## src/hw/rtl/lvac_pkg.sv

```systemverilog
// Package for the lag-one volume / absolute-return correlation block.
// Holds the item types, the wide-word type and the shared constants.
// No dependencies.
package lvac_pkg;

  localparam int SERIES_MAX      = 4096;
  localparam int PAIR_CAP        = SERIES_MAX - 1;
  localparam int MIN_PAIRS_W     = 12;
  localparam logic [MIN_PAIRS_W-1:0] MIN_PAIRS_RESET = 12'd3;

  // ln2 in Q0.32, and the largest Q3.20 absolute return
  localparam logic [31:0] LN2_Q32    = 32'd2977044472;
  localparam logic [22:0] ABSRET_MAX = 23'h7FFFFF;

  // multi-word arithmetic for the final correlation
  localparam int LIMB_W = 32;
  localparam int LIMBS  = 6;
  localparam int WORD_W = LIMB_W * LIMBS;

  localparam int FIFO_DEPTH = 2;

  typedef logic [WORD_W-1:0] word_t;

  typedef struct packed {
    logic [31:0] price_sample;
    logic        price_ok;
    logic [23:0] volume_sample;
    logic        volume_ok;
    logic        series_end;
  } sample_t;

  typedef struct packed {
    logic signed [15:0] correlation;
    logic               corr_valid;
    logic [11:0]        pairs_used;
  } result_t;

  // work handed from the front to the back
  typedef struct packed {
    logic        pair;
    logic [31:0] price;
    logic [31:0] prev_price;
    logic [23:0] prev_volume;
    logic        series_end;
  } job_t;

endpackage

```

## src/hw/rtl/lvac_fifo.sv

```systemverilog
// Short job queue between front and back of the correlation block.
// Depends on lvac_pkg (job_t, FIFO_DEPTH).
module lvac_fifo (
  input  logic            clk,
  input  logic            rst,
  input  logic            push,
  input  lvac_pkg::job_t  wr_job,
  output logic            full,
  input  logic            pop,
  output logic            empty,
  output lvac_pkg::job_t  rd_job
);

  localparam int PTR_W = (lvac_pkg::FIFO_DEPTH > 1) ? $clog2(lvac_pkg::FIFO_DEPTH) : 1;
  localparam int CNT_W = $clog2(lvac_pkg::FIFO_DEPTH + 1);

  lvac_pkg::job_t   slots [lvac_pkg::FIFO_DEPTH];
  logic [PTR_W-1:0] wr_ptr;
  logic [PTR_W-1:0] rd_ptr;
  logic [CNT_W-1:0] count;

  assign full   = (count == CNT_W'(lvac_pkg::FIFO_DEPTH));
  assign empty  = (count == '0);
  assign rd_job = slots[rd_ptr];

  // storage
  always_ff @(posedge clk) begin
    if (push) begin
      slots[wr_ptr] <= wr_job;
    end
  end

  // pointers and fill count
  always_ff @(posedge clk) begin
    if (rst) begin
      wr_ptr <= '0;
      rd_ptr <= '0;
      count  <= '0;
    end else begin
      if (push) begin
        wr_ptr <= (wr_ptr == PTR_W'(lvac_pkg::FIFO_DEPTH - 1)) ? '0 : wr_ptr + 1'b1;
      end
      if (pop) begin
        rd_ptr <= (rd_ptr == PTR_W'(lvac_pkg::FIFO_DEPTH - 1)) ? '0 : rd_ptr + 1'b1;
      end
      if (push && !pop) begin
        count <= count + 1'b1;
      end else if (pop && !push) begin
        count <= count - 1'b1;
      end
    end
  end

endmodule

```

## config.mk

```make
export PLATFORM = sky130hd
export DESIGN_NAME = lvac_fifo
export DESIGN_NICKNAME = d
export VERILOG_FILES = /design/src/hw/rtl/lvac_pkg.sv /design/src/hw/rtl/lvac_fifo.sv
export SDC_FILE = /design/constraint.sdc
export NUM_CORES = 1
export LEC_CHECK = 0
export ABC_AREA = 1
export BUFFER_PORTS_ARGS = -buffer_cell sky130_fd_sc_hd__buf_2
export CORE_MARGIN = 1.5
export CORE_UTILIZATION = 35
export DETAILED_ROUTE_END_ITERATION = 8
export PLACE_DENSITY_LB_ADDON = 0.12
export SKIP_LAST_GASP = 1
export SLEW_MARGIN = 20
export SYNTH_ARGS = -nofsm -noshare
export SYNTH_HDL_FRONTEND = slang
export SYNTH_SLANG_ARGS = --single-unit
```

## constraint.sdc

```tcl
create_clock -name clk -period 10.4 [get_ports clk]
set_clock_uncertainty 0.1 [all_clocks]
set_input_delay 1.04 -clock clk [delete_from_list [all_inputs] [get_ports clk]]
set_output_delay 1.04 -clock clk [all_outputs]
set_load 0.02 [all_outputs]
```

== Word-level counts from Yosys, hierarchy flattened ==
Memories as Yosys holds them, arrays and structs flattened. A register that Yosys moved wholly into a read port is not among the register bits.
Cells that the tools add are included.

* Memory bits (writable): 180
* Memories kept: 1
* Bits in registers: 4
* Output and inout bits: 92
* Word-level logic and storage cells: 23

* Reduce and logical (&&, ||, !) cells: 6
* Muxes and demuxes: 8
* Equal/unequal tests: 1
* $add $sub $neg: 4

{| class="wikitable"
|+ Memories
! memory !! words !! width !! read ports !! clocked after memory_dff !! wr ports !! RTL line !! source
|-
| slots || 2 || 90 || 1 || 1 || 1 || lvac_fifo.sv:17 || <nowiki>lvac_pkg::job_t slots [lvac_pkg::FIFO_DEPTH];</nowiki>
|}

{| class="wikitable"
|+ Operators with widths
! operator !! number
|-
| 1-bit two-way mux || 6
|-
| 2-bit two-way mux || 2
|-
| 1-bit adder (second input constant) || 2
|-
| 2-bit by 1-bit adder with 2-bit output (second input constant) || 1
|-
| 2-bit == test (second input constant) || 1
|-
| 1-bit logical AND || 2
|-
| 1-bit zero test || 2
|-
| 2-bit zero test || 1
|-
| 2-bit nonzero test || 1
|-
| 2-bit by 1-bit subtractor with 2-bit output (second input constant) || 1
|}

== Depth between registers and ports, before layout ==
* Depth after elaboration: 4
* Depth in mapped cells: 8
* Depth with buffers taken out: 8

== Worst setup path before layout ==
No wires, ideal clock.

* Kind: input port to flip-flop
* Start: input push
* End: memory slots[0][0] (netlist name) (enable)
* Required time: 9758 ps
* Slack: 4910 ps
* Stages on the path: 2
* Path buffers: 0
* Arrival time: 4849 ps
* Cell sequence: inv_1 nor2_1

* Cells in the longest elaborated chain, start to end: 2

{| class="wikitable"
|+ RTL lines
! what !! RTL line !! source
|-
| start: declaration || lvac_fifo.sv:6 || <nowiki>input logic push,</nowiki>
|-
| 1-bit two-way mux || lvac_fifo.sv:28 || <nowiki>if (push) begin</nowiki>
|-
| 1-bit two-way mux (implied by the code) || lvac_fifo.sv:29 || <nowiki>slots[wr_ptr] <= wr_job;</nowiki>
|-
| end: declaration || lvac_fifo.sv:17 ||
|}

No other way between the ends.

==> impl_metrics.toml <==
[global_routing]
antenna_found_initial = 3
gr-total-overflow = 0
grt_pass1_vias = 3777
grt_start_max_net_pins = 58
track_usage = 0.1264
grt_pass1_wl_um = 20400

[route]
vias_per_cell = 4.309
postRouteWirelength_um = 13180
drt_iter0_drc = 124
drc = 0
wl_per_cell_um = 16.55
ant_nets = 0
num_vias = 3430
first_pass_iters = 4

[synthesis]
muxShareOfSynthArea = 0.1884
synthAdderAreaFrac = 0.001744
synth_compound_area_frac = 0.001395
synth_top_family_by_area = "multiplexers"
syn-instance-count = 313
synth_area_sq_mm = 0.007174
synth-seq-cells = 185
synthXorXnorAreaFrac = 0.001221
yosys.area_share.simple = 0.008546
seq_area_frac_synth = 0.7674
syn_avg_cell_area_sq_um = 22.92
synth_fp_nets = 408
yosysWarnings = 0
synth_cell_type_count = 15

[clock_network]
clock_path_buffers = 2
cts-root-buf = "clkbuf_16"
cts_resized = 0
cts.hold.buffers_added = 0
cts_setup_buffers = 0
cts_tree = "built"
clkLatencyLatePin_ps = 420
cts.sinks = 185
clkTransAtPathRegs_ps = 70
htreeDepth = 4
cts_buffers = 17

[place]
place_hpwl_um = 8597
port_buffers = 185
gp_congestion = 0.6952

[die]
die_h_um = 146.2
dieWidth_um = 146.2
std_cell_rows = 52
io-pin-count = 186
core-area_sq_mm = 0.02017
initial_core_util = 0.3557
dieArea_sq_mm = 0.02137

[hold_path]
hold_path_class = "flop to flop"

[worst_setup_path]
cp_slowest_cell = "buf_4"
critical-path-top-delay-family = "buffers and inverters"
slowest_delay_ps = 930
setup.worst_path.class = "flop to output pin"
start_kind = "flop"
endpoint_kind = "output pin"
cp.arrival_ps = 2790
crit_path_max_fanout = 57
crit_chain = "buf_4, mux2_4, buf_2"
worstPathBufferInverterCount = 2
cp.required_ps = 9260

[flow_run]
drv_cap = 0

[layout]
final_layout_size_suffix_gt1_frac = 0.5973
syn2layout_area_growth_pct = 24.82
layout.nets = 606
fill_cells = 1831

[timing]
hold_viol_final = 0
grt_setup_unrepaired = "false"
fin_crit_ps = 3930
holdWs_ps = 425.0
finalSetupViolations = 0
fmax_ghz = 0.2545
finalCritPeriodShare = 0.3779
drv_slew = 0
worst_pin_slew_ps = 1106
slew_headroom = 0.2623
setup_tns_ps = 0

[pwr]
powerDensity_mw_per_mm2 = 200.5
vdd_ir_drop_max_uv = 105.4
leakage_nw = 3.560

[status]
status = "finished, final reports clean"
layout make-up:
class / count / area, sq um / area share
diodes: 2 / 5.005 / 0.0005589
clock buffers: 17 / 425.4 / 0.04751
clock inverters: 15 / 214.0 / 0.02389
inverters: 9 / 36.28 / 0.004052
multi-input cells: 109 / 1451 / 0.1621
flip-flops and latches: 185 / 5509 / 0.6152
well taps: 270 / 337.8 / 0.03773
repair buffers: 189 / 975.9 / 0.1090
worst register-to-register path, stage by stage (launching register included):
cell and delay (ps):
dfxtp_1 390, nand2_1 110, inv_4 420, buf_4 710
state kept, by name (all words and copies together) (netlist names), named ones only:
| signal | flops |
|---|---|
| wr_ptr | 1 |
| rd_ptr | 1 |
| slots | 180 |
| count | 2 |
synthesized netlist by cell type:
cell type / n / area, sq um
nand2_1: 5 / 18.77
ha_1: 1 / 12.51
inv_1: 9 / 33.78
buf_6: 1 / 11.26
nand4_1: 1 / 6.260
buf_12: 9 / 180.2
xnor2_1: 1 / 8.760
nor2_1: 7 / 26.28
edfxtp_1: 180 / 5405
mux2_4: 90 / 1351
a21oi_1: 1 / 5.000
nand3_1: 1 / 5.000
o21ai_0: 1 / 5.000
nor3_1: 1 / 5.000
dfxtp_1: 5 / 100.1
stage by stage:
| stage | instances | setup slack [ps] | power [mW] | cell area (sq um) | util |
|---|---|---|---|---|---|
| after CTS | 794 | 6411 | 1.817 | 8950 | 0.4437 |
| final | 796 | 6470 | 1.795 | 8955 | 0.4440 |
| after global placement | 761 | 6901 | 1.113 | 8283 | 0.4107 |
| after floorplan | 313 | 4910 | 1.056 | 7174 | - |
| after detailed placement | 762 | 6884 | 1.119 | 8310 | 0.4120 |
| after global routing | 794 | 6334 | 1.865 | 8950 | 0.4437 |
layout by cell type, fill, tap and decap left out, types with 2 or more instances in the layout:
cell type,Yosys,final
edfxtp_1,180,180
buf_4,0,3
mux2_4,90,90
buf_2,0,185
inv_8,0,3
nand2_1,5,5
bufinv_16,0,4
dfxtp_1,5,4
inv_6,0,4
clkbuf_16,0,17
diode_2,0,2
inv_1,9,8
nor2_1,7,6
layer usage:
layer	vias to the layer above	track usage	share of wire
met5	-	0	0.0011
met2	112	0.1988	0.47
met4	2	0.05152	0.0099
li1	1617	-	-
met3	10	0.05500	0.084
met1	1689	0.1526	0.43
final timing paths:
path                              from  slack, ps  cells past startpoint           end
worst min register to register  rd_ptr        420                      2          flop
worst max register to register  wr_ptr       8250                      3  slots[1][79]
worst min-delay path            rd_ptr        420                      2          flop
worst max-delay path              flop       6470                      3     rd_job[3]
where the power goes:
group	internal (mW)	switching, mW
combinational	0.101	0.117
clock	0.410	0.287
sequential	0.862	0.0173
cell families (layout without fill, tap and decap cells):
kind of cell | Yosys count | in the layout
buffers and inverters | 19 | 230
other | 0 | 2
xor gates and xnor gates | 1 | 1
muxes | 90 | 90
and+or+nand+nor | 15 | 15
DFF | 185 | 185
adders and majority gates | 1 | 1
AOI/OAI and AO/OA | 2 | 2
(Power assumes the default switching activity.)
