**config.mk**
```make
export PLATFORM = sky130hd
export DESIGN_NAME = lvac_front
export DESIGN_NICKNAME = d
export VERILOG_FILES = /design/src/hw/rtl/lvac_pkg.sv /design/src/hw/rtl/lvac_front.sv
export SDC_FILE = /design/constraint.sdc
export NUM_CORES = 1
export LEC_CHECK = 0
export BUFFER_PORTS_ARGS = -buffer_cell sky130_fd_sc_hd__buf_2
export CAP_MARGIN = 15
export CORE_MARGIN = 2
export CORE_UTILIZATION = 43
export DETAILED_ROUTE_END_ITERATION = 10
export HOLD_SLACK_MARGIN = 0.02
export PLACE_DENSITY = 0.87
export SLEW_MARGIN = 20
export SYNTH_ARGS = -nofsm -noshare
export SYNTH_HDL_FRONTEND = slang
export SYNTH_SLANG_ARGS = --single-unit
```
**constraint.sdc**
```tcl
create_clock -name clk -period 0.9 [get_ports clk]
set_clock_uncertainty 0.05 [all_clocks]
set_input_delay 0.09 -clock clk [delete_from_list [all_inputs] [get_ports clk]]
set_output_delay 0.09 -clock clk [all_outputs]
set_load 0.02 [all_outputs]
```
**src/hw/rtl/lvac_pkg.sv**
```systemverilog
// Package for the lag-one volume / absolute-return correlation block.
// Holds the item types, the wide-word type and the shared constants.
// No dependencies.
package lvac_pkg;

  localparam int SERIES_MAX      = 4096;
  localparam int PAIR_CAP        = SERIES_MAX - 1;
  localparam int MIN_PAIRS_W     = 12;
  localparam logic [MIN_PAIRS_W-1:0] MIN_PAIRS_RESET = 12'd3;

  // ln2 in Q0.32, and the largest Q3.20 absolute return
  localparam logic [31:0] LN2_Q32    = 32'd2977044472;
  localparam logic [22:0] ABSRET_MAX = 23'h7FFFFF;

  // multi-word arithmetic for the final correlation
  localparam int LIMB_W = 32;
  localparam int LIMBS  = 6;
  localparam int WORD_W = LIMB_W * LIMBS;

  localparam int FIFO_DEPTH = 2;

  typedef logic [WORD_W-1:0] word_t;

  typedef struct packed {
    logic [31:0] price_sample;
    logic        price_ok;
    logic [23:0] volume_sample;
    logic        volume_ok;
    logic        series_end;
  } sample_t;

  typedef struct packed {
    logic signed [15:0] correlation;
    logic               corr_valid;
    logic [11:0]        pairs_used;
  } result_t;

  // work handed from the front to the back
  typedef struct packed {
    logic        pair;
    logic [31:0] price;
    logic [31:0] prev_price;
    logic [23:0] prev_volume;
    logic        series_end;
  } job_t;

endpackage

```
**src/hw/rtl/lvac_front.sv**
```systemverilog
// Front of the correlation block: accepts samples, tracks the previous
// step and classifies each step as a pair or not. Depends on lvac_pkg.
module lvac_front (
  input  logic              clk,
  input  logic              rst,
  input  logic              sample_valid,
  output logic              sample_stall,
  input  lvac_pkg::sample_t sample,
  input  logic              q_full,
  output logic              q_push,
  output lvac_pkg::job_t    q_job
);

  logic [31:0] prev_price;
  logic [23:0] prev_volume;
  logic        prev_usable;
  logic        have_prev;
  logic        price_good;

  assign sample_stall = q_full;
  assign q_push       = sample_valid && !q_full;
  assign price_good   = sample.price_ok && (sample.price_sample != '0);

  // job for the back
  always_comb begin
    q_job.pair        = have_prev && prev_usable && price_good;
    q_job.price       = sample.price_sample;
    q_job.prev_price  = prev_price;
    q_job.prev_volume = prev_volume;
    q_job.series_end  = sample.series_end;
  end

  // previous-step state; a series end starts fresh
  always_ff @(posedge clk) begin
    if (rst) begin
      prev_price  <= '0;
      prev_volume <= '0;
      prev_usable <= 1'b0;
      have_prev   <= 1'b0;
    end else if (q_push) begin
      prev_price  <= sample.price_sample;
      prev_volume <= sample.volume_sample;
      prev_usable <= price_good && sample.volume_ok && !sample.series_end;
      have_prev   <= !sample.series_end;
    end
  end

endmodule

```
# Word-level counts from Yosys, hierarchy flattened
# Cells that the tools add are included.
# classes
reduce_logical,9
# op_table
operator,count
nonzero test 32 bit,1
logical AND 1 bit,6
zero test 1 bit,2
# totals
output_inout_bits,92
register_bits,58
inputBits,63
word_cells,13

# Logic depth before layout (Yosys ltp)
# Gate-level depths: netlist of run 1.
# depth
ltp_word,4
depth_mapped,5
mapped_depth_nobuf,4

# Worst setup path after synthesis of run 1
# No wires, ideal clock.
# synth_path
path_kind,input to output
start,input port sample[42] in the netlist's numbering
end,output port q_job[89] in the netlist's numbering
n_path_buf,0
t_required_ns,0.760
path_stages,4
arrival_time_ns,0.699
slack_ns,0.061
cell_sequence,nor4_1 nand4_1 nor2_1 nor2_1
# synth_rtl
item,line,source
"start, declared",lvac_front.sv:8,"input lvac_pkg::sample_t sample,"
"end, declared",lvac_front.sv:11,output lvac_pkg::job_t q_job

==> results of run 1 <==
final cells by class:
type                       instances  area share, %
inverter                           1         0.1841
timing repair buffer             269          45.56
multi-input combinational        188          22.57
sequential                        58          25.88
clock buffer                      14          3.630
clock inverter                     2         0.2104
tap                               75          1.973
power breakdown:
| part | total, mW | internal, mW | switching (mW) |
|---|---|---|---|
| Combinational | 1.59 | 0.804 | 0.790 |
| Sequential | 2.80 | 2.71 | 0.0890 |
| Clock | 2.19 | 1.22 | 0.969 |
worst max-delay path by stage:
stage                from   endpoint  slack [ns]  cells past startpoint
4_1_cts        sample[51]  q_job[89]       -0.33                      7
2_1_floorplan  sample[42]  q_job[89]        0.06                      4
5_1_grt        sample[55]  q_job[89]       -0.38                      6
3_3_place_gp   sample[56]  q_job[89]       -0.53                      7
3_5_place_dp   sample[56]  q_job[89]       -0.54                      7
6_report       sample[51]  q_job[89]       -0.31                      7
logic make-up (layout without fill, tap and decap cells):
group,count (synthesis),after routing,share of synthesized area [%]
AOI/OAI and AO/OA,58,58,15.78
buffers and inverters,54,286,16.27
and+or+nand+nor,130,130,23.29
DFF,58,58,44.66
synthesized netlist by cell type:
cell type	instances
nand3b_1	1
buf_8	1
nor4_1	8
nand4_1	3
clkinv_2	1
nand3_1	1
nand2b_4	1
a211oi_2	1
buf_4	37
nand2_1	82
o21ai_1	1
clkbuf_1	1
buf_2	10
a21oi_2	30
a21oi_1	26
nand2_2	30
nor2_1	4
buf_6	1
buf_12	3
dfxtp_1	58
sequential cells by signal (all words and copies together) (netlist names):
signal,cells
prev_price,32
prev_volume,24
have_prev,1
prev_usable,1
layout by cell type, fill, tap and decap left out:
| cell | count |
|---|---|
| inv_6 | 1 |
| nor2_2 | 1 |
| o21ai_2 | 1 |
| a21oi_2 | 30 |
| nor4_4 | 3 |
| nand3b_1 | 1 |
| nand2_1 | 82 |
| buf_12 | 5 |
| nand2b_4 | 1 |
| clkbuf_8 | 12 |
| clkbuf_1 | 2 |
| dfxtp_1 | 2 |
| nand4_1 | 3 |
| dfxtp_2 | 56 |
| buf_8 | 1 |
| buf_2 | 94 |
| a211oi_2 | 1 |
| buf_4 | 79 |
| a21oi_1 | 26 |
| nand2_2 | 30 |
| clkinv_2 | 2 |
| nor4_2 | 1 |
| buf_6 | 58 |
| nor4_1 | 4 |
| clkbuf_16 | 1 |
| nand3_1 | 1 |
| dlygate4sd3_1 | 31 |
| nor2_1 | 3 |
what timing repair did:
item / in CTS / in global routing
endpoints found under the hold margin: 30 / 0
setup buffers: 31 / 18
hold buffers: 31 / 0
gates resized for setup: 180 / 7
pin swaps: 5 / 2
endpoints found under the setup margin: 59 / 59
cloned: 0 / 1
per-layer routing:
layer  global-route usage, %  vias up
met2                   50.73      144
met3                   7.033       30
li1                        -     1391
met5                       0        -
met4                   12.50        0
met1                   26.62     1406
stage by stage:
stage	TNS, ns	power [mW]
after floorplan	0	3.531
after global placement	-4.451	3.916
after detailed placement	-5.363	3.945
after CTS	-1.831	6.485
after global routing	-3.391	6.877
final	-1.375	6.582
==> impl_metrics.yaml, run 1 <==
outcome:
  status: "finished, violations left"
  violations: "setup timing"
die:
  initial_core_util_pct: 44.18
  die_w_um: 81.76
  core-area_um2: 5886
  io_pins: 155
  die-area_um2: 6685
  dieHeight_um: 81.76
  core.rowCount: 28
placed_design:
  place_ws_ns: -0.5355
  place_hpwl_mm: 4.910
  routabilityCongestion: 0.7908
  io_buffers: 154
  placed_area_um2: 3395
  dp_cells: 514
run:
  cap_violations: 0
hold_path:
  hold_class: "input port to register"
  hold_path_end: "prev_price[16]$_SDFFE_PP0P_"
  min_from: "rst"
  hold_path_depth: 2
grt:
  grt_max_degree: 32
  antenna_found_initial: 0
  grt_pass1_vias: 2906
  grt_pass1_wl_mm: 13.31
  overflow: 0
  grtUsageTotal_pct: 26.66
drt:
  wire_per_inst_um: 15.59
  route.met3.wl_um: 539
  drt_wl_total_mm: 9.461
  vias: 2971
  met2_length_mm: 5.301
  firstDrtPassIters: 5
  ant_nets: 0
  viasPerCell: 4.895
  routed.top_layer: "met4"
  wl_met1_mm: 3.360
  drc_errors: 0
  drtIter0Drc: 78
synth:
  synthesis.instances: 300
  yosysSeqAreaShare_pct: 44.66
  synthDistinctLibCells: 20
  synth_area_per_cell_um2: 8.667
  ys_warn_count: 0
  synth_top_area_cell: "dfxtp_1"
  synth.cell_area_um2: 2600
  netlist_top_cells_area: "dfxtp_1 45%, nand2_1 12%, buf_4 11%"
  yosys_register_bits: 58
  synth_nets: 363
  synth_top_area_share_pct: 44.66
power_and_ir_drop:
  p_leak_nw: 2.169
  p_per_area_nw_per_um2: 1384
  peakVddDrop_mv: 1.034
critical_path:
  arrival_ns: 1.07
  cp-end-kind: "output port"
  critPathKind: "input port to output port"
  r2r_slack_ns: 0.04
  timing.rr.start: "prev_price[19]$_SDFFE_PP0P_"
  crit_chain: "buf_8 -> nor4_4 -> buf_4 -> nand4_1 -> nor2_2 -> nor2_1 -> buf_4"
  r2r-end: "prev_price[19]$_SDFFE_PP0P_"
  startpoint_type: "input port"
  cp.required_ns: 0.76
  critical_path_buf_inv_count: 3
  slowest_delay_ns: 0.26
  path_max_fanout: 2
  crit_top_cell: "buf_4"
  crit_family: "simple AND/OR/NAND/NOR gates"
  cp_slowest_cell: "nor4_4"
  r2r_cells: 4
final_layout:
  fillCellCount: 353
  nets: 590
  antenna_cells: 0
  final_area_um2: 4757
  area_delta_synth_final_pct: 82.96
  regArea_um2: 1231
  drive_gt1_share_pct: 70.86
  multiInputGateArea_um2: 1074
  final_cells: 607
  post-route-util_pct: 80.82
sta:
  finalWorstSetupSlack_ns: -0.3051
  setup_viol: 58
  whs_ns: 0.04758
  clock.fmax_ghz: 0.8298
  hold_viol: 0
  post-route-period-util_pct: 133.9
  grt_setup_unrepaired: "true"
  worst_pin_slew_ns: 0.3565
  finalCriticalPeriod_ns: 1.205
  slew_violations: 0
  relSlewSlack_pct: 76.02
clock_network:
  cts_buffer_depth: 2
  clock_latency_ns: 0.32
  numCtsBuffers: 9
  cts-root-buf: "clkbuf_8"
  clk_pin_slew_ns: 0.06
  htreeDepth: 3
  cts.sinks: 58
  cts_tree: "yes"
No activity file was read; power rests on OpenSTA's default activity.
==> run 2, diff against run 1 <==
--- a/config.mk
+++ b/config.mk
@@ -5,13 +5,15 @@
 export SDC_FILE = /design/constraint.sdc
 export NUM_CORES = 1
 export LEC_CHECK = 0
+export ABC_AREA = 1
 export BUFFER_PORTS_ARGS = -buffer_cell sky130_fd_sc_hd__buf_2
 export CAP_MARGIN = 15
 export CORE_MARGIN = 2
 export CORE_UTILIZATION = 43
+export CTS_BUF_LIST = sky130_fd_sc_hd__clkbuf_16
 export DETAILED_ROUTE_END_ITERATION = 10
 export HOLD_SLACK_MARGIN = 0.02
-export PLACE_DENSITY = 0.87
+export PLACE_DENSITY = 0.88
 export SLEW_MARGIN = 20
 export SYNTH_ARGS = -nofsm -noshare
 export SYNTH_HDL_FRONTEND = slang
==> run 2 against run 1 <==
The flow still finishes with violations (setup timing); core utilization increased by 7.1 points; first-iteration DRC count is 18% higher; sequential share of layout area shrank 0.70 points; register-to-register slack got worse by 0.02 ns; total power up 23%; sequential power barely moved; cell area up 3.0%; combinational power grew 8%; critical path depth shrank 4; flip-flop and latch count did not move; non-clock buffer count shrank 15; largest power group is now clock.
==> impl_metrics.yaml, run 2 <==
die:
  initial_core_util_pct: 44.89
  core.rowCount: 27
  core-area_um2: 5574
  die_w_um: 80.29
  io_pins: 155
  dieHeight_um: 80.29
  die-area_um2: 6446
final_layout:
  fillCellCount: 288
  largest_reg_flops: 32
  final_cells: 612
  regMostFlops: "prev_price"
  nets: 597
  top_regs: "prev_price: 32 flops, prev_volume: 24 flops"
  layout_commonest_cell: "nand2_1"
  area_delta_synth_final_pct: 95.75
  final_cell_mix: "89 x nand2_1, 86 x buf_2, 72 x buf_6"
  drive_gt1_share_pct: 64.19
grt:
  overflow: 0
  grt_pass1_vias: 2821
  grt_max_degree: 42
  antenna_found_initial: 0
  grtUsageTotal_pct: 26.07
  grt_pass1_wl_mm: 12.82
sta:
  clock.fmax_ghz: 0.9087
  worst_pin_slew_ns: 0.3292
  finalCriticalPeriod_ns: 1.100
  grt_setup_unrepaired: "true"
  slew_violations: 0
  post-route-period-util_pct: 122.3
  hold_viol: 0
  setup_viol: 25
  relSlewSlack_pct: 78.06
  final.setup.tns_ns: -0.3966
  finalWorstSetupSlack_ns: -0.2005
outcome:
  status: "finished, violations left"
  violations: "setup timing"
power_and_ir_drop:
  peakVddDrop_mv: 1.220
  power.total_mw: 8.069
  p_leak_nw: 2.279
  p_per_area_nw_per_um2: 1647
placed_design:
  io_buffers: 154
  place_hpwl_mm: 4.701
  routabilityCongestion: 0.7480
  dp_cells: 530
drt:
  firstDrtPassIters: 4
  viasPerCell: 4.925
  ant_nets: 0
  vias: 3014
  wire_per_inst_um: 15.92
  drt_wl_total_mm: 9.741
  drtIter0Drc: 92
  drc_errors: 0
synth:
  synth_top_area_cell: "dfxtp_1"
  yosysSeqAreaShare_pct: 46.40
  synth.cell_area_um2: 2502
  synth_top_area_share_pct: 46.40
  netlist_top_cells_area: "dfxtp_1 46%, nand2_1 14%, buf_4 12%"
  synthArstFlopShare_pct: 0
  synthDistinctLibCells: 17
  synth_commonest_cells: "96 x nand2_1, 58 x dfxtp_1, 42 x a21oi_1, 41 x buf_4, 32 x nor2_1"
  synth_nets: 384
  synthesis.instances: 321
  ys_warn_count: 0
  synth_area_per_cell_um2: 7.796
  synth_ff_type: "dfxtp_1"
  yosys_register_bits: 58
  post-synth-top-count-cell: "nand2_1"
  synth_enable_flop_cells: 0
run:
  cap_violations: 0
critical_path:
  cp_slowest_cell: "dfxtp_2"
  cp-end-kind: "output port"
  path_max_fanout: 2
  critPathKind: "register to output port"
  slowest_delay_ns: 0.33
  startpoint_type: "register"
  cp.required_ns: 0.76
  arrival_ns: 0.96
  crit_chain: "nand2_2 -> nor2_4 -> buf_6"
clock_network:
  clock_latency_ns: 0.31
  clk_pin_slew_ns: 0.05
  cts.sinks: 58
  htreeDepth: 3
  numCtsBuffers: 9
  cts-root-buf: "clkbuf_16"
  cts_tree: "yes"
  cts_buffer_depth: 2
hold_path:
  hold_class: "input port to register"
run 2: layout make-up:
| type | count | area (um2) | share of cell area, % |
|---|---|---|---|
| multi-input cells | 192 | 1012 | 20.66 |
| repair buffers | 254 | 2177 | 44.44 |
| diodes | 1 | 2.502 | 0.05109 |
| clock inverters | 7 | 83.83 | 1.711 |
| flip-flops and latches | 58 | 1234 | 25.19 |
| clock buffers | 9 | 225.2 | 4.598 |
| well taps | 72 | 90.09 | 1.839 |
| inverters | 19 | 73.82 | 1.507 |
run 2: routing by layer:
metal	wire length [um]	part of all wire [%]	vias up	GRT usage, %
li1	-	-	1413	-
met3	605	6.2	41	6.180
met4	396	4.1	0	11.36
met2	5226	54	159	50.08
met1	3512	36	1401	26.38
met5	0	0	-	0
run 2: logic make-up after synthesis:
group,share of synthesized area (%)
and+or+nand+nor,20.65
buffers and inverters,17.15
DFF,46.40
AOI/OAI and AO/OA,15.80
run 2: where the power goes:
part | internal [mW] | leakage [nW] | switching [mW]
logic | 0.880 | 1.63 | 0.832
clock network | 2.39 | 0.148 | 1.14
registers | 2.73 | 0.499 | 0.0977
total | 6.00 | 2.28 | 2.07
run 2: critical path, delay by kind of cell, from the launching register on:
family | cells | cell delay (ns)
buffers and inverters | 1 | 0.12
and+or+nand+nor | 2 | 0.19
DFF | 1 | 0.33
run 2: path summary, 6_finish.rpt:
path / startpoint / endpoint / slack, ns / cells past startpoint
max: prev_usable$_SDFFE_PP0P_ / q_job[89] / -0.20 / 3
min: sample[0] / have_prev$_SDFFE_PP0P_ / 0.06 / 3
min reg2reg: prev_price[6]$_SDFFE_PP0P_ / prev_price[6]$_SDFFE_PP0P_ / 0.42 / 2
max reg2reg: prev_volume[16]$_SDFFE_PP0P_ / prev_volume[16]$_SDFFE_PP0P_ / 0.02 / 4
run 2: through the flow:
| stage | instance area [um2] | utilization [%] | setup slack, ns | hold slack [ns] |
|---|---|---|---|---|
| floorplan | 2506 | - | -0.1260 | 0.1830 |
| global placement | 3318 | 59.53 | -0.2918 | 0.2884 |
| detailed placement | 3318 | 59.53 | -0.3051 | 0.2925 |
| CTS | 4541 | 81.46 | -0.1759 | 0.02680 |
| global route | 4896 | 87.83 | -0.2452 | 0.05977 |
| finish | 4898 | 87.88 | -0.2005 | 0.05520 |
run 2: repair_timing:
item	CTS	global route
setup buffers	16	17
pin swaps	12	23
cloned	1	4
gates resized for setup	190	47
hold buffers	29	0
endpoints found under the hold margin	29	0
endpoints found under the setup margin	58	99
==> run 3, diff against run 2 <==
--- a/config.mk
+++ b/config.mk
@@ -5,15 +5,15 @@
 export SDC_FILE = /design/constraint.sdc
 export NUM_CORES = 1
 export LEC_CHECK = 0
-export ABC_AREA = 1
 export BUFFER_PORTS_ARGS = -buffer_cell sky130_fd_sc_hd__buf_2
 export CAP_MARGIN = 15
 export CORE_MARGIN = 2
 export CORE_UTILIZATION = 43
 export CTS_BUF_LIST = sky130_fd_sc_hd__clkbuf_16
+export CTS_CLUSTER_SIZE = 12
 export DETAILED_ROUTE_END_ITERATION = 10
-export HOLD_SLACK_MARGIN = 0.02
-export PLACE_DENSITY = 0.88
+export HOLD_SLACK_MARGIN = 0.1
+export PLACE_DENSITY = 0.87
 export SLEW_MARGIN = 20
 export SYNTH_ARGS = -nofsm -noshare
 export SYNTH_HDL_FRONTEND = slang
==> run 3 against run 2 <==
Non-clock buffer count up 29; via count rose by 1.8%; hold slack improved by 0.048 ns; critical endpoint unchanged; sequential power about the same; wire length grew 4.2%; critical path depth is 3 higher; the flow still finishes with violations (setup timing); global-route usage rose by 1.8 points; combinational power is 3% lower; core utilization shrank 3.5 points; register-to-register slack about the same.
==> impl_metrics.yaml, run 3 (synthesized netlist as in run 1, its figures left out) <==
drt:
  wire_per_inst_um: 16.34
  viasPerCell: 4.942
  drtIter0Drc: 90
  vias: 3069
  drt_wl_total_mm: 10.15
  drc_errors: 0
  firstDrtPassIters: 4
  ant_nets: 0
critical_path:
  startpoint_type: "input port"
  path_max_fanout: 2
  cp.required_ns: 0.76
  cp-end-kind: "output port"
  critPathKind: "input port to output port"
  arrival_ns: 1.08
final_layout:
  nets: 604
  drive_gt1_share_pct: 69.23
  top_regs: "prev_price: 32 flops, prev_volume: 24 flops"
  regMostFlops: "prev_price"
  largest_reg_flops: 32
  regArea_um2: 1231
  layout_commonest_cell: "buf_2"
  multiInputGateArea_um2: 1080
  final_cell_mix: "94 x buf_2, 82 x nand2_1, 82 x buf_4"
  post-route-util_pct: 84.40
  antenna_cells: 0
  fillCellCount: 322
  area_delta_synth_final_pct: 91.05
sta:
  setup_viol: 36
  hold_viol: 0
  post-route-period-util_pct: 135.3
  finalCriticalPeriod_ns: 1.218
  relSlewSlack_pct: 77.07
  grt_setup_unrepaired: "true"
  clock.fmax_ghz: 0.8213
  slew_violations: 0
  worst_pin_slew_ns: 0.3412
  final.setup.tns_ns: -0.6791
  finalWorstSetupSlack_ns: -0.3175
grt:
  overflow: 0
  grt_pass1_vias: 3000
  antenna_found_initial: 0
  grt_pass1_wl_mm: 13.77
  grt_max_degree: 32
  grtUsageTotal_pct: 27.89
power_and_ir_drop:
  p_seq_share_pct: 38.3
  p_sw_share_pct: 26.97
  peakVddDrop_mv: 1.189
  p_int_mw: 5.355
  p_switching_mw: 1.977
  p_per_area_nw_per_um2: 1476
  p_clk_share_pct: 39.1
  p_comb_share_pct: 22.6
  p_leak_nw: 2.268
die:
  initial_core_util_pct: 44.18
  die_w_um: 81.76
  io_pins: 155
  core-area_um2: 5886
  dieHeight_um: 81.76
  core.rowCount: 28
  die-area_um2: 6685
placed_design:
  place_ws_ns: -0.5355
  place_hpwl_mm: 4.910
  io_buffers: 154
  routabilityCongestion: 0.7908
outcome:
  status: "finished, violations left"
  violations: "setup timing"
clock_network:
  numCtsBuffers: 9
  htreeDepth: 3
  cts-root-buf: "clkbuf_16"
  cts.sinks: 58
  clk_pin_slew_ns: 0.05
  cts_tree: "yes"
  cts_buffer_depth: 2
  clock_latency_ns: 0.31
hold_path:
  hold_class: "input port to register"
run:
  cap_violations: 0
-- run 3: cell count changes in the layout (fill, tap and decap cells not counted), sizes merged, moves of 8 or more --
cell	before	now
a211oi	16	1
nor4	0	8
dlygate4sd3	29	42
nor2	32	4
inv	19	3
nand2	96	112
buf	222	240
a21oi	42	56
-- run 3: timing repair --
action	4_1_cts	5_1_grt
hold buffers	42	0
endpoints found under the setup margin	59	59
pin swaps	5	2
cloned	0	1
endpoints found under the hold margin	40	0
setup buffers	31	21
gates resized for setup	180	8
-- run 3: power by group through the flow --
stage | clock network [mW] | logic, mW | registers (mW)
after floorplan | 0 | 0.583 | 2.95
after global placement | 0 | 1.11 | 2.80
after detailed placement | 0 | 1.14 | 2.81
after CTS | 2.90 | 1.51 | 2.80
after global routing | 3.06 | 1.75 | 2.81
final | 2.87 | 1.66 | 2.81
-- run 3: cell type report --
cell class,count,share of cell area (%)
clock inverters,7,0.5793
flip-flops and latches,58,24.79
inverters,1,0.1763
clock buffers,9,4.534
repair buffers,283,46.30
multi-input cells,188,21.74
well taps,75,1.889
-- run 3: path summary, 6_finish.rpt --
check	slack, ns	cells past startpoint	endpoint	from
setup / recovery	-0.32	6	q_job[89]	sample[42]
hold / removal	0.10	4	prev_price[11]$_SDFFE_PP0P_	sample[38]
setup reg to reg	0.02	4	prev_price[19]$_SDFFE_PP0P_	prev_price[19]$_SDFFE_PP0P_
hold reg to reg	0.41	2	prev_price[17]$_SDFFE_PP0P_	prev_price[17]$_SDFFE_PP0P_
-- run 3: metal layers --
metal,share of wire [%],up-vias,global-route usage (%)
li1,-,1425,-
met1,34,1449,26.44
met2,56,148,54.23
met3,6.0,47,7.033
met4,4.4,0,14.67
met5,0,-,0
-- run 3: critical path, stage by stage --
cell     delay [ns]
buf_2          0.12
nor4_2         0.38
nand4_1        0.15
nor2_2         0.14
nor2_1         0.05
buf_4          0.15
-- run 3: metrics by stage --
stage	cell area [um2]	instances	power (mW)	hold slack [ns]
global route	4967	621	7.629	0.1052
finish	4967	621	7.333	0.1035
floorplan	2600	300	3.531	0.1281
detailed placement	3395	514	3.945	0.2865
CTS	4768	601	7.207	0.1032
global placement	3395	514	3.916	0.2786
